==> config.mk <==
export PLATFORM = sky130hd
export DESIGN_NAME = iq_sample_pingpong_framer_top
export DESIGN_NICKNAME = d
export VERILOG_FILES = /design/src/design/ipf_pkg.sv /design/src/design/iq_sample_pingpong_framer_top.sv /design/src/design/ipf_bank_ram.sv /design/src/design/ipf_fmt.sv /design/src/design/ipf_ctrl.sv
export VERILOG_INCLUDE_DIRS = /design/src /design/src/design
export SDC_FILE = /design/constraint.sdc
export NUM_CORES = 1
export LEC_CHECK = 0
export CORE_MARGIN = 10
export CORE_UTILIZATION = 30
export DETAILED_ROUTE_END_ITERATION = 16
export DONT_BUFFER_PORTS = 1
export SETUP_SLACK_MARGIN = 0.2
export SLEW_MARGIN = 20
export SYNTH_ARGS = -nofsm -noshare
export SYNTH_HDL_FRONTEND = slang
export SYNTH_HIERARCHICAL = 1
export SYNTH_SLANG_ARGS = --single-unit
==> constraint.sdc <==
create_clock -name i_clk -period 8.05 [get_ports i_clk]
set_input_delay 0.805 -clock i_clk [delete_from_list [all_inputs] [get_ports i_clk]]
set_output_delay 0.805 -clock i_clk [all_outputs]
set_load 0.005 [all_outputs]
==> src/design/iq_sample_pingpong_framer_top_macros.svh <==
// ----------------------------------------------------------------------------
// iq_sample_pingpong_framer_top_macros.svh
// Assertion macros used by the framer sequencer RTL.
// ----------------------------------------------------------------------------
`ifndef IQ_SAMPLE_PINGPONG_FRAMER_TOP_MACROS_SVH
`define IQ_SAMPLE_PINGPONG_FRAMER_TOP_MACROS_SVH

`ifndef ASSERT_OFF
// checked while out of reset
`define IPF_ASSERT(lbl, prop) \
    lbl: assert property (@(posedge i_clk) disable iff (!i_rst_n) prop) \
        else $error("ipf assertion failed");
// checked on every edge, reset included
`define IPF_ASSERT_ALWAYS(lbl, prop) \
    lbl: assert property (@(posedge i_clk) prop) \
        else $error("ipf assertion failed");
`else
`define IPF_ASSERT(lbl, prop)
`define IPF_ASSERT_ALWAYS(lbl, prop)
`endif

`endif

==> src/design/ipf_pkg.sv <==
// ----------------------------------------------------------------------------
// ipf_pkg
// Types, constants and the tag coder of the I/Q ping-pong framer.
// ----------------------------------------------------------------------------
package ipf_pkg;

    // input request
    typedef struct packed {
        logic        op;
        logic [11:0] i_sample;
        logic [11:0] q_sample;
        logic [7:0]  rx_byte;
    } t_in_req;

    // output request
    typedef struct packed {
        logic        kind;
        logic        status;
        logic [15:0] i_code;
        logic [15:0] q_code;
        logic        last;
    } t_out_req;

    // output control from the sequencer
    typedef struct packed {
        logic load;
        logic kind;
        logic status;
        logic last;
        logic from_mem;
    } t_out_ctl;

    typedef enum logic [2:0] {
        ST_IDLE,
        ST_DECODE,
        ST_SEND_REC,
        ST_SEND_STAT,
        ST_DUMP
    } t_state;

    localparam logic        OP_TICK      = 1'b0;
    localparam logic        OP_CMD       = 1'b1;
    localparam logic        KIND_STATUS  = 1'b0;
    localparam logic        KIND_RECORD  = 1'b1;
    localparam logic [15:0] TAG_I        = 16'h0040;
    localparam logic [15:0] TAG_Q        = 16'h80C0;
    localparam logic [7:0]  CMD_QUERY    = 8'h10;
    localparam logic [7:0]  CMD_CONT     = 8'h20;
    localparam logic        STATUS_READY = 1'b1;
    localparam logic [7:0]  DEVICE_ID_RST = 8'd3;

    // 6 data bits per byte, tag bits on top of each byte
    function automatic logic [15:0] tag_code(input logic [11:0] v, input logic [15:0] tag);
        tag_code = tag | {2'b00, v[11:6], 8'h00} | {10'h000, v[5:0]};
    endfunction

endpackage

==> src/design/iq_sample_pingpong_framer_top.sv <==
// ----------------------------------------------------------------------------
// iq_sample_pingpong_framer_top
// I/Q sample framer: tags samples into 16-bit codes, buffers them in two
// ping-pong banks and dumps a ready bank on a query byte.
//
//   channel  dir  handshake                 payload
//   in       in   i_in_valid / o_in_stall   i_in_data   (ipf_pkg::t_in_req)
//   out      out  o_out_valid / i_out_stall o_out_data  (ipf_pkg::t_out_req)
//   cfg      in   i_cfg_we                  i_cfg_wdata (device id)
//
// One request at a time: a sample tick or mode byte is decoded and returns to
// idle, a continuous record or status is sent after decode, and a bank dump
// follows its status, one entry per unstalled cycle via the single bank port.
// Output stalls hold the sequencer in place; input stall is high outside idle.
// Synchronous active-low reset clears control state; bank contents are not
// cleared, and entries are only read after being written.
// ----------------------------------------------------------------------------
module iq_sample_pingpong_framer_top #(
    parameter int BANK_DEPTH = 32
) (
    input  logic              i_clk,
    input  logic              i_rst_n,
    input  logic              i_in_valid,
    output logic              o_in_stall,
    input  ipf_pkg::t_in_req  i_in_data,
    output logic              o_out_valid,
    input  logic              i_out_stall,
    output ipf_pkg::t_out_req o_out_data,
    input  logic              i_cfg_we,
    input  logic [7:0]        i_cfg_wdata
);
    import ipf_pkg::*;

    localparam int ADDR_W = $clog2(BANK_DEPTH) + 1;

    logic [7:0]  r_device_id;
    logic        r_out_valid;
    t_out_req    r_out;
    logic        out_free;
    t_out_ctl    ctl;
    t_out_req    fmt_req;
    logic [23:0] live_sample, mem_rdata, fmt_sample;
    logic        mem_we, mem_re;
    logic [ADDR_W-1:0] mem_addr;
    logic [23:0] mem_wdata;

    assign out_free = !r_out_valid || !i_out_stall;

    // device id register
    always_ff @(posedge i_clk) begin
        if (!i_rst_n) begin
            r_device_id <= DEVICE_ID_RST;
        end else if (i_cfg_we) begin
            r_device_id <= i_cfg_wdata;
        end
    end

    ipf_ctrl #(
        .BANK_DEPTH(BANK_DEPTH)
    ) u_ctrl (
        .i_clk         (i_clk),
        .i_rst_n       (i_rst_n),
        .i_in_valid    (i_in_valid),
        .i_in_data     (i_in_data),
        .i_device_id   (r_device_id),
        .i_out_free    (out_free),
        .o_in_stall    (o_in_stall),
        .o_ctl         (ctl),
        .o_live_sample (live_sample),
        .o_mem_we      (mem_we),
        .o_mem_re      (mem_re),
        .o_mem_addr    (mem_addr),
        .o_mem_wdata   (mem_wdata)
    );

    ipf_bank_ram #(
        .ADDR_W(ADDR_W)
    ) u_ram (
        .i_clk   (i_clk),
        .i_we    (mem_we),
        .i_re    (mem_re),
        .i_addr  (mem_addr),
        .i_wdata (mem_wdata),
        .o_rdata (mem_rdata)
    );

    // formatter source: stored entry on dump, held sample otherwise
    assign fmt_sample = ctl.from_mem ? mem_rdata : live_sample;

    ipf_fmt u_fmt (
        .i_sample (fmt_sample),
        .i_ctl    (ctl),
        .o_req    (fmt_req)
    );

    // output register
    always_ff @(posedge i_clk) begin
        if (!i_rst_n) begin
            r_out_valid <= 1'b0;
        end else if (ctl.load) begin
            r_out_valid <= 1'b1;
        end else if (!i_out_stall) begin
            r_out_valid <= 1'b0;
        end
    end

    always_ff @(posedge i_clk) begin
        if (ctl.load) begin
            r_out <= fmt_req;
        end
    end

    assign o_out_valid = r_out_valid;
    assign o_out_data  = r_out;
endmodule

==> src/design/ipf_bank_ram.sv <==
// ----------------------------------------------------------------------------
// ipf_bank_ram
// Single-port sample store for both ping-pong banks, registered read.
// ----------------------------------------------------------------------------
module ipf_bank_ram #(
    parameter int ADDR_W = 6
) (
    input  logic              i_clk,
    input  logic              i_we,
    input  logic              i_re,
    input  logic [ADDR_W-1:0] i_addr,
    input  logic [23:0]       i_wdata,
    output logic [23:0]       o_rdata
);
    localparam int DEPTH = 1 << ADDR_W;

    logic [23:0] r_mem [0:DEPTH-1];
    logic [23:0] r_rdata;

    // write port
    always_ff @(posedge i_clk) begin
        if (i_we) begin
            r_mem[i_addr] <= i_wdata;
        end
    end

    // read port, data held until next read
    always_ff @(posedge i_clk) begin
        if (i_re) begin
            r_rdata <= r_mem[i_addr];
        end
    end

    assign o_rdata = r_rdata;
endmodule

==> src/design/ipf_fmt.sv <==
// ----------------------------------------------------------------------------
// ipf_fmt
// Shared record formatter: tags a stored or live sample, or builds a status.
// ----------------------------------------------------------------------------
module ipf_fmt (
    input  logic             [23:0] i_sample,
    input  ipf_pkg::t_out_ctl       i_ctl,
    output ipf_pkg::t_out_req       o_req
);
    import ipf_pkg::*;

    // status replies carry zero codes
    always_comb begin
        o_req.kind   = i_ctl.kind;
        o_req.status = i_ctl.status;
        o_req.last   = i_ctl.last;
        if (i_ctl.kind == KIND_RECORD) begin
            o_req.i_code = tag_code(i_sample[23:12], TAG_I);
            o_req.q_code = tag_code(i_sample[11:0], TAG_Q);
        end else begin
            o_req.i_code = 16'h0000;
            o_req.q_code = 16'h0000;
        end
    end
endmodule

==> src/design/ipf_ctrl.sv <==
// ----------------------------------------------------------------------------
// ipf_ctrl
// Sequencer: decodes requests, fills the banks, walks a bank on readout.
// ----------------------------------------------------------------------------
`include "iq_sample_pingpong_framer_top_macros.svh"

module ipf_ctrl #(
    parameter int BANK_DEPTH = 32
) (
    input  logic                                  i_clk,
    input  logic                                  i_rst_n,
    input  logic                                  i_in_valid,
    input  ipf_pkg::t_in_req                      i_in_data,
    input  logic [7:0]                            i_device_id,
    input  logic                                  i_out_free,
    output logic                                  o_in_stall,
    output ipf_pkg::t_out_ctl                     o_ctl,
    output logic [23:0]                           o_live_sample,
    output logic                                  o_mem_we,
    output logic                                  o_mem_re,
    output logic [$clog2(BANK_DEPTH):0]           o_mem_addr,
    output logic [23:0]                           o_mem_wdata
);
    import ipf_pkg::*;

    localparam int IDX_W = $clog2(BANK_DEPTH);
    localparam logic [IDX_W-1:0] IDX_LAST = IDX_W'(BANK_DEPTH - 1);

    t_state r_state, n_state;
    t_in_req r_item;
    logic r_started, r_cont, r_fill2, r_rdy1, r_rdy2, r_stat, r_dump_bank;
    logic [IDX_W-1:0] r_widx, r_ridx;

    logic in_acc, is_tick, store_ok, widx_last, ridx_last;
    logic is_query, is_qmode, is_cmode;

    // decode of the held request
    assign in_acc    = i_in_valid && !o_in_stall;
    assign is_tick   = (r_item.op == OP_TICK);
    assign store_ok  = r_started && !r_cont &&
                       ((!r_rdy1 && !r_fill2) || (!r_rdy2 && r_fill2));
    assign widx_last = (r_widx == IDX_LAST);
    assign ridx_last = (r_ridx == IDX_LAST);
    assign is_query  = (r_item.rx_byte == i_device_id);
    assign is_qmode  = (r_item.rx_byte == 8'(i_device_id + CMD_QUERY));
    assign is_cmode  = (r_item.rx_byte == 8'(i_device_id + CMD_CONT));

    // next state
    always_comb begin
        n_state = r_state;
        unique case (r_state)
            ST_IDLE: begin
                if (i_in_valid) n_state = ST_DECODE;
            end
            ST_DECODE: begin
                if (is_tick) begin
                    n_state = (r_started && r_cont) ? ST_SEND_REC : ST_IDLE;
                end else begin
                    n_state = is_query ? ST_SEND_STAT : ST_IDLE;
                end
            end
            ST_SEND_REC: begin
                if (i_out_free) n_state = ST_IDLE;
            end
            ST_SEND_STAT: begin
                if (i_out_free) n_state = r_stat ? ST_DUMP : ST_IDLE;
            end
            ST_DUMP: begin
                if (i_out_free && ridx_last) n_state = ST_IDLE;
            end
            default: n_state = ST_IDLE;
        endcase
    end

    // outputs
    always_comb begin
        o_in_stall   = 1'b1;
        o_ctl        = '0;
        o_mem_we     = 1'b0;
        o_mem_re     = 1'b0;
        o_mem_addr   = {r_fill2, r_widx};
        unique case (r_state)
            ST_IDLE: begin
                o_in_stall = 1'b0;
            end
            ST_DECODE: begin
                o_mem_we = is_tick && store_ok;
            end
            ST_SEND_REC: begin
                o_ctl.load = i_out_free;
                o_ctl.kind = KIND_RECORD;
                o_ctl.last = 1'b1;
            end
            ST_SEND_STAT: begin
                o_ctl.load   = i_out_free;
                o_ctl.kind   = KIND_STATUS;
                o_ctl.status = r_stat;
                o_ctl.last   = !r_stat;
                // prefetch the first entry of the bank
                o_mem_re     = i_out_free && r_stat;
                o_mem_addr   = {r_dump_bank, {IDX_W{1'b0}}};
            end
            ST_DUMP: begin
                o_ctl.load     = i_out_free;
                o_ctl.kind     = KIND_RECORD;
                o_ctl.last     = ridx_last;
                o_ctl.from_mem = 1'b1;
                o_mem_re       = i_out_free && !ridx_last;
                o_mem_addr     = {r_dump_bank, IDX_W'(r_ridx + 1'b1)};
            end
            default: begin
                o_in_stall = 1'b1;
            end
        endcase
    end

    assign o_mem_wdata   = {r_item.i_sample, r_item.q_sample};
    assign o_live_sample = {r_item.i_sample, r_item.q_sample};

    // held request
    always_ff @(posedge i_clk) begin
        if (in_acc) begin
            r_item <= i_in_data;
        end
    end

    // control state
    always_ff @(posedge i_clk) begin
        if (!i_rst_n) begin
            r_state     <= ST_IDLE;
            r_started   <= 1'b0;
            r_cont      <= 1'b0;
            r_fill2     <= 1'b0;
            r_rdy1      <= 1'b0;
            r_rdy2      <= 1'b0;
            r_stat      <= 1'b0;
            r_dump_bank <= 1'b0;
            r_widx      <= '0;
            r_ridx      <= '0;
        end else begin
            r_state <= n_state;
            if (r_state == ST_DECODE) begin
                if (is_tick) begin
                    // bank fill; full bank flips to the other one
                    if (store_ok) begin
                        if (widx_last) begin
                            r_widx  <= '0;
                            r_fill2 <= !r_fill2;
                            if (r_fill2) r_rdy2 <= 1'b1;
                            else         r_rdy1 <= 1'b1;
                        end else begin
                            r_widx <= r_widx + 1'b1;
                        end
                    end
                end else begin
                    r_started <= 1'b1;
                    if (is_query) begin
                        r_stat      <= r_rdy1 || r_rdy2;
                        r_dump_bank <= !r_rdy1;
                        if (r_rdy1)      r_rdy1 <= 1'b0;
                        else if (r_rdy2) r_rdy2 <= 1'b0;
                    end else if (is_qmode) begin
                        r_cont <= 1'b0;
                    end else if (is_cmode) begin
                        r_cont <= 1'b1;
                    end
                end
            end
            // readout walk
            if (r_state == ST_SEND_STAT && i_out_free) begin
                r_ridx <= '0;
            end else if (r_state == ST_DUMP && i_out_free && !ridx_last) begin
                r_ridx <= r_ridx + 1'b1;
            end
        end
    end

    // checks
    `IPF_ASSERT(a_one_port, !(o_mem_we && o_mem_re))
    `IPF_ASSERT(a_accept_decodes, in_acc |=> (r_state == ST_DECODE))
    `IPF_ASSERT(a_no_write_ready, o_mem_we |-> !(r_fill2 ? r_rdy2 : r_rdy1))
    `IPF_ASSERT(a_dump_bank_free, (r_state == ST_DUMP) |-> !(r_dump_bank ? r_rdy2 : r_rdy1))
    `IPF_ASSERT(a_load_when_free, o_ctl.load |-> i_out_free)
endmodule
# Word-level counts from Yosys, hierarchy flattened

Memory sizes are Yosys's and may differ from the RTL's. A register that Yosys moved wholly into a read port is not among the register bits.
Cells that the tools add are included.

Memory bits (writable): 1536
Output and inout bits: 37
Input bits: 46
Bits in latches: 0
Register bits: 97
ROM bits: 0
Memories kept: 1

Memories:

| memory      | depth | width | rd ports | clocked after memory_dff | wr ports | RTL line           | source |
|---|---|---|---|---|---|---|---|
| u_ram.r_mem | 64    | 24    | 1        | 1                        | 1        | ipf_bank_ram.sv:17 | `logic [23:0] r_mem [0:DEPTH-1];` |

Reduce and logical (&&, ||, !) cells: 39
Div/mod/pow operators: 0
Multipliers: 0
Add/subtract/negate cells: 4
Multiplexer cells: 35
Shift-type cells: 0
Equal/unequal tests: 17
Bitwise gates (word level): 5
$lt $le $gt $ge: 0

Operators with widths:

| cell                | count |
|---|---|
| $eq 8x8->1          | 3 |
| $mux 24             | 1 |
| $mux 1              | 20 |
| $mux 3              | 6 |
| $or 16x6->16        | 1 |
| $pmux 3 s5          | 1 |
| $or 14x6->14        | 1 |
| $logic_and 1x1->1   | 13 |
| $pmux 6 s2          | 1 |
| $reduce_and 4->1    | 3 |
| $add 5x1->5 const B | 2 |
| $eq 5x5->1 const B  | 2 |
| $ne 2x1->1 const B  | 5 |
| $add 8x5->8 const B | 1 |
| $add 8x6->8 const B | 1 |
| $logic_not 1->1     | 8 |
| $reduce_bool 2->1   | 4 |
| $eq 3x2->1 const B  | 2 |
| $ne 2x2->1 const B  | 3 |
| $reduce_and 3->1    | 2 |
| $reduce_and 6->1    | 1 |
| $mux 5              | 1 |
| $reduce_and 5->1    | 1 |
| $mux 2              | 2 |
| other kinds (10)    | 15 |

# Logic depth before layout (Yosys ltp)

Depth after elaboration: 8
Depth in mapped cells: 16
Mapped depth without buffers: 11

# Hierarchy

The synthesis kept the hierarchy.

By module, submodules not included:

| module                        | seq. area each (um^2) | times used | area an instance (um^2) | cells each |
|---|---|---|---|---|
| ipf_bank_ram                  | 46844.9               | 1          | 59467.0                 | 3411 |
| ipf_ctrl                      | 1391.3                | 1          | 2800.2                  | 260 |
| iq_sample_pingpong_framer_top | 1231.2                | 1          | 1775.5                  | 91 |
| ipf_fmt                       | 0.0                   | 1          | 281.5                   | 38 |

# Worst setup path after synthesis

OpenSTA, ideal clock, no wires.

Path kind: flip-flop to flip-flop
Start point: register u_ctrl.r_state[1]
End point: memory u_ram.r_mem[15][0], enable pin
Cell stages (with the launch flop): 13
Buffers on the path: 6
Arrival time: 3762 ps
Library setup time: 405 ps
Path slack: 3884 ps
Path through: dfxtp_1 -> buf_2 -> or3b_2 -> clkbuf_1 -> inv_1 -> a221oi_1 -> buf_4 -> and2_1 -> buf_2 -> buf_1 -> buf_1 -> nand3_1 -> nor2_1

Elaborated cells between the ends (all ways): 7

RTL lines:

| element                                  | RTL line                            | source |
|---|---|---|
| from (decl)                              | ipf_ctrl.sv:29                      | `t_state r_state, n_state;` |
| from (signal assigned)                   | ipf_ctrl.sv:141                     | `r_state <= n_state;` |
| $eq 3x3->1 or $eq 3x2->1 (tied branches) | ipf_ctrl.sv:82                      | `unique case (r_state)` |
| $pmux 6 s2 (*)                           | ipf_ctrl.sv:82                      |  |
| via mem_addr[0]                          | iq_sample_pingpong_framer_top.sv:44 | `logic [ADDR_W-1:0] mem_addr;` |
| to (decl)                                | ipf_bank_ram.sv:17                  |  |

The timed path passes the listed nets; every way through them passes the cells marked *.

# Worst setup path after layout

Start point: register u_ctrl.r_state[0]
End point: register u_ram.r_rdata[12], in the netlist u_ram/o_rdata[12] (read register of u_ram.r_mem), data pin

Cells in the longest elaborated chain, start to end: 2
Elaborated cells between the ends (all ways): 4

Ends and longest elaborated chain:

| element                                  | RTL line                            | source |
|---|---|---|
| $eq 3x3->1 or $eq 3x2->1 (tied branches) | ipf_ctrl.sv:82                      |  |
| $pmux 6 s2 (*)                           | ipf_ctrl.sv:82                      |  |
| via mem_addr[3]                          | iq_sample_pingpong_framer_top.sv:44 |  |
| to (decl)                                | ipf_bank_ram.sv:18                  | `logic [23:0] r_rdata;` |

Marked as above.
A chain may end at the register's enable or synchronous reset.

==> flow_results.xml <==
<?xml version="1.0" encoding="UTF-8"?>
<metrics>
  <group name="final_layout">
    <metric name="drive_above_1_share" unit="%">14.97</metric>
    <metric name="area.sequential" unit="sq mm">0.04947</metric>
    <metric name="area_growth_syn_to_layout" unit="%">13.58</metric>
    <metric name="multi_input_area" unit="sq mm">0.01332</metric>
    <metric name="stdcell_count" unit="">6761</metric>
    <metric name="final_net_count" unit="">3848</metric>
    <metric name="layout.filler_cells" unit="">20060</metric>
  </group>
  <group name="critical_path">
    <metric name="worst_setup_path_end_kind" unit="">register</metric>
    <metric name="timing.setup.critical_path_class" unit="">register to register</metric>
    <metric name="critical_path.cell_chain" unit="">or3b_2, inv_1, buf_4, a221oi_1, buf_4, nand2b_1, nand2b_2, buf_4, o22ai_1, o21ai_0, o21ai_0, buf_4, nand4b_1</metric>
    <metric name="worstPathRequired" unit="ns">8.56</metric>
    <metric name="cp_num_buf_inv" unit="">5</metric>
    <metric name="most_used_cell_cp" unit="">sky130_fd_sc_hd__buf_4</metric>
    <metric name="critical_path.slowest_cell" unit="">sky130_fd_sc_hd__or3b_2</metric>
    <metric name="worst_setup_path_start_kind" unit="">register</metric>
    <metric name="worst_path_largest_cell_delay" unit="ns">0.69</metric>
    <metric name="highest_fanout_seen_on_the_critical_path" unit="">46</metric>
    <metric name="worstPathArrival" unit="ns">6.08</metric>
    <metric name="cpLargestDelayFamily" unit="">buffers and inverters</metric>
  </group>
  <group name="cts">
    <metric name="cts_made_buffers" unit="">169</metric>
    <metric name="htreeDepth" unit="">4</metric>
    <metric name="max-clock-path-buffers" unit="">3</metric>
    <metric name="clk_latency" unit="ns">0.82</metric>
    <metric name="holdBufCountCts" unit="">0</metric>
    <metric name="clkTransAtPathRegs" unit="ns">0.06</metric>
    <metric name="clock_sink_count" unit="">1657</metric>
    <metric name="cts_root_buf" unit="">sky130_fd_sc_hd__clkbuf_16</metric>
    <metric name="cts-resized-gates" unit="">0</metric>
    <metric name="post-cts-setup-buffer-count" unit="">0</metric>
    <metric name="cts_tree" unit="">built</metric>
  </group>
  <group name="die">
    <metric name="die_x" unit="microns">483.1</metric>
    <metric name="chipHeight" unit="microns">483.1</metric>
    <metric name="io-pin-count" unit="">83</metric>
    <metric name="core_region_area" unit="sq mm">0.2127</metric>
    <metric name="floorplan.initialDensity" unit="%">30.24</metric>
    <metric name="die_outline_area" unit="sq mm">0.2333</metric>
    <metric name="placementRows" unit="">169</metric>
  </group>
  <group name="sta">
    <metric name="fin_worst_skew" unit="ns">0.04683</metric>
    <metric name="max_slew.worst_pin.slew" unit="ns">1.118</metric>
    <metric name="slew-limit-headroom" unit="%">25.22</metric>
    <metric name="tns" unit="ns">0</metric>
    <metric name="hold_viol_final" unit="">0</metric>
    <metric name="layout_min_cycle_time" unit="ns">5.565</metric>
    <metric name="post-route-period-util" unit="%">69.13</metric>
    <metric name="pins_over_their_slew_limit" unit="">0</metric>
    <metric name="setup_viol" unit="">0</metric>
    <metric name="unrepaired_setup_endpoints_after_global_routing" unit="">false</metric>
    <metric name="hold-worst-slack" unit="ns">0.07760</metric>
    <metric name="max_freq" unit="MHz">179.7</metric>
  </group>
  <group name="synth">
    <metric name="netlist-cell-type-count" unit="">75</metric>
    <metric name="async_flop_share" unit="%">0</metric>
    <metric name="syn_avg_cell_area" unit="sq um">16.93</metric>
    <metric name="postSynth.topFlopCell" unit="">sky130_fd_sc_hd__edfxtp_1</metric>
    <metric name="post_synth_most_frequent_cells" unit="">sky130_fd_sc_hd__edfxtp_1, sky130_fd_sc_hd__a22oi_1, sky130_fd_sc_hd__nor2_1, sky130_fd_sc_hd__mux2i_1, sky130_fd_sc_hd__a221oi_1</metric>
    <metric name="synth-edff-count" unit="">1628</metric>
    <metric name="synth_largest_area_cell" unit="">sky130_fd_sc_hd__edfxtp_1</metric>
    <metric name="synthTopCellsByArea" unit="">sky130_fd_sc_hd__edfxtp_1, sky130_fd_sc_hd__a22oi_1, sky130_fd_sc_hd__mux2i_1, sky130_fd_sc_hd__a221oi_1, sky130_fd_sc_hd__a22o_1</metric>
    <metric name="synth-seq-cells" unit="">1657</metric>
    <metric name="synth_top_cell_area_share" unit="%">76.00</metric>
    <metric name="yosysMostFrequentCell" unit="">sky130_fd_sc_hd__edfxtp_1</metric>
    <metric name="synth_seq_area_share" unit="%">76.90</metric>
    <metric name="post_synth_instance_area" unit="sq mm">0.06432</metric>
    <metric name="yosysWarningCount" unit="">6</metric>
    <metric name="synthesis.instances" unit="">3800</metric>
  </group>
  <group name="power_and_ir_drop">
    <metric name="static-leakage-power" unit="nW">22.25</metric>
    <metric name="p_per_area" unit="mW/mm^2">242.4</metric>
    <metric name="power.ir.vdd_worst" unit="V">0.0002423</metric>
  </group>
  <group name="outcome">
    <metric name="run_status" unit="">completed</metric>
  </group>
  <group name="detailed_routing">
    <metric name="totalWireLength" unit="microns">186200</metric>
    <metric name="vias" unit="">36830</metric>
    <metric name="route.detailed.wl_per_inst" unit="microns">27.54</metric>
    <metric name="drt_first_iter_violations" unit="">5373</metric>
    <metric name="drtAntennaViolNets" unit="">0</metric>
    <metric name="drc_violations_left" unit="">0</metric>
    <metric name="detailedRoute.firstPassIterationCount" unit="">6</metric>
    <metric name="vias_per_cell" unit="">5.447</metric>
  </group>
  <group name="placed_design">
    <metric name="gp_congestion" unit="">0.8609</metric>
    <metric name="io_buffer_count" unit="">0</metric>
    <metric name="hpwlAfterDp" unit="microns">107200</metric>
    <metric name="placedCellCount" unit="">6446</metric>
  </group>
  <group name="global_routing">
    <metric name="grtUsageTotal" unit="%">15.16</metric>
    <metric name="first_global_vias" unit="">34660</metric>
    <metric name="grt_pass1_wl" unit="microns">263200</metric>
    <metric name="gr-total-overflow" unit="">0</metric>
    <metric name="grt_max_degree" unit="">115</metric>
    <metric name="antenna_violations_before_repair" unit="">11</metric>
  </group>
  <group name="worst_hold_path">
    <metric name="worstHoldPathType" unit="">input port to register</metric>
  </group>
  <group name="flow_run">
    <metric name="maxCapViolations" unit="">0</metric>
  </group>
</metrics>
layout make-up:
| cell class | count | share of cell area, % |
|---|---|---|
| inverter | 31 | 0.1593 |
| sequential | 1657 | 67.71 |
| clock buffer | 216 | 6.117 |
| clock inverter | 93 | 1.247 |
| multi-input combinational | 1790 | 18.23 |
| tap | 2821 | 4.831 |
| timing repair buffer | 147 | 1.692 |
| antenna | 6 | 0.02055 |
cell families after synthesis:
family                   count (synthesis)  share of synthesized area (%)
AO/OA/AOI/OAI                          968                          11.04
XOR/XNOR                                17                         0.2548
adder cells (fa/ha/maj)                  6                         0.1167
buffers and inverters                  356                          2.951
flip-flops                            1657                          76.90
multiplexers                           279                          4.783
other                                    1                       0.005830
AND/OR/NAND/NOR                        516                          3.941
sequential cells by signal, indices dropped and copies added, names as in the netlist, 3 cells and up:
register              flops
r_device_id               8
u_ram/r_mem            1536
u_ctrl/r_widx             5
u_ctrl/r_state            3
u_ctrl/o_live_sample     24
o_out_data               35
u_ctrl/r_ridx             5
u_ram/o_rdata            24
u_ctrl/r_item             9
per-layer routing:
| layer | wire, microns | part of all wire, % | up-vias | global-route usage (%) |
|---|---|---|---|---|
| li1 | - | - | 15390 | - |
| met1 | 75330 | 40 | 19030 | 20.95 |
| met2 | 85510 | 46 | 2101 | 23.55 |
| met3 | 18690 | 10 | 303 | 3.342 |
| met4 | 6673 | 3.6 | 4 | 5.183 |
| met5 | 27 | 0.014 | - | 0 |
worst reg2reg max path: stages, from the launching register on:
cell,delay (ns)
sky130_fd_sc_hd__dfxtp_1,0.58
sky130_fd_sc_hd__or3b_2,0.70
sky130_fd_sc_hd__inv_1,0.17
sky130_fd_sc_hd__buf_4,0.54
sky130_fd_sc_hd__a221oi_1,0.21
sky130_fd_sc_hd__buf_4,0.25
sky130_fd_sc_hd__nand2b_1,0.45
sky130_fd_sc_hd__nand2b_2,0.22
sky130_fd_sc_hd__buf_4,0.54
sky130_fd_sc_hd__o22ai_1,0.18
sky130_fd_sc_hd__o21ai_0,0.45
sky130_fd_sc_hd__o21ai_0,0.54
sky130_fd_sc_hd__buf_4,0.31
sky130_fd_sc_hd__nand4b_1,0.16
placed cells by master, fill, tap and decap left out, drive strengths merged, types with 6 or more instances in the layout:
| master | instances |
|---|---|
| a21oi | 125 |
| dfxtp | 29 |
| a31oi | 15 |
| or4 | 15 |
| clkbuf | 216 |
| a22o | 101 |
| buf | 147 |
| clkinv | 72 |
| a211oi | 14 |
| nand2b | 10 |
| a221o | 33 |
| nand2 | 95 |
| o22a | 10 |
| a22oi | 272 |
| nor3 | 23 |
| o21ai | 107 |
| nand3 | 64 |
| o211ai | 14 |
| ha | 6 |
| and3 | 7 |
| xor2 | 11 |
| mux2 | 117 |
| nand4b | 10 |
| bufinv | 14 |
| inv | 36 |
| nand4 | 21 |
| nor2b | 16 |
| mux2i | 157 |
| a221oi | 144 |
| o221ai | 36 |
| edfxtp | 1628 |
| a222oi | 14 |
| diode | 6 |
| o22ai | 59 |
| a311oi | 11 |
| and2 | 29 |
| nor2 | 201 |
report_power, final:
| group | switching [mW] | internal, mW |
|---|---|---|
| logic | 0.372 | 0.0848 |
| clock network | 3.26 | 4.38 |
| registers | 0.0216 | 9.59 |
| total | 3.66 | 14.1 |
path summary, 6_finish.rpt:
check,startpoint,end,slack (ns),cells after the start
hold reg to reg,u_ctrl/r_ridx[4],u_ctrl/r_ridx[4],0.48,2
hold / removal,i_rst_n,r_device_id[0],0.08,1
setup / recovery,u_ctrl/r_state[0],u_ram/o_rdata[12],2.48,13
setup reg to reg,u_ctrl/r_state[0],u_ram/o_rdata[12],2.48,13
per-stage QoR:
stage / area (sq um) / total power, mW / setup slack (ns) / util [%]
floorplan: 64340 / 10.03 / 3.884 / -
global route: 73050 / 18.21 / 2.321 / 34.34
CTS: 73040 / 17.83 / 2.579 / 34.34
finish: 73060 / 17.71 / 2.485 / 34.35
global placement: 67610 / 10.24 / 2.670 / 31.78
detailed placement: 67660 / 10.25 / 2.575 / 31.81
No activity file was read; power rests on OpenSTA's default activity.
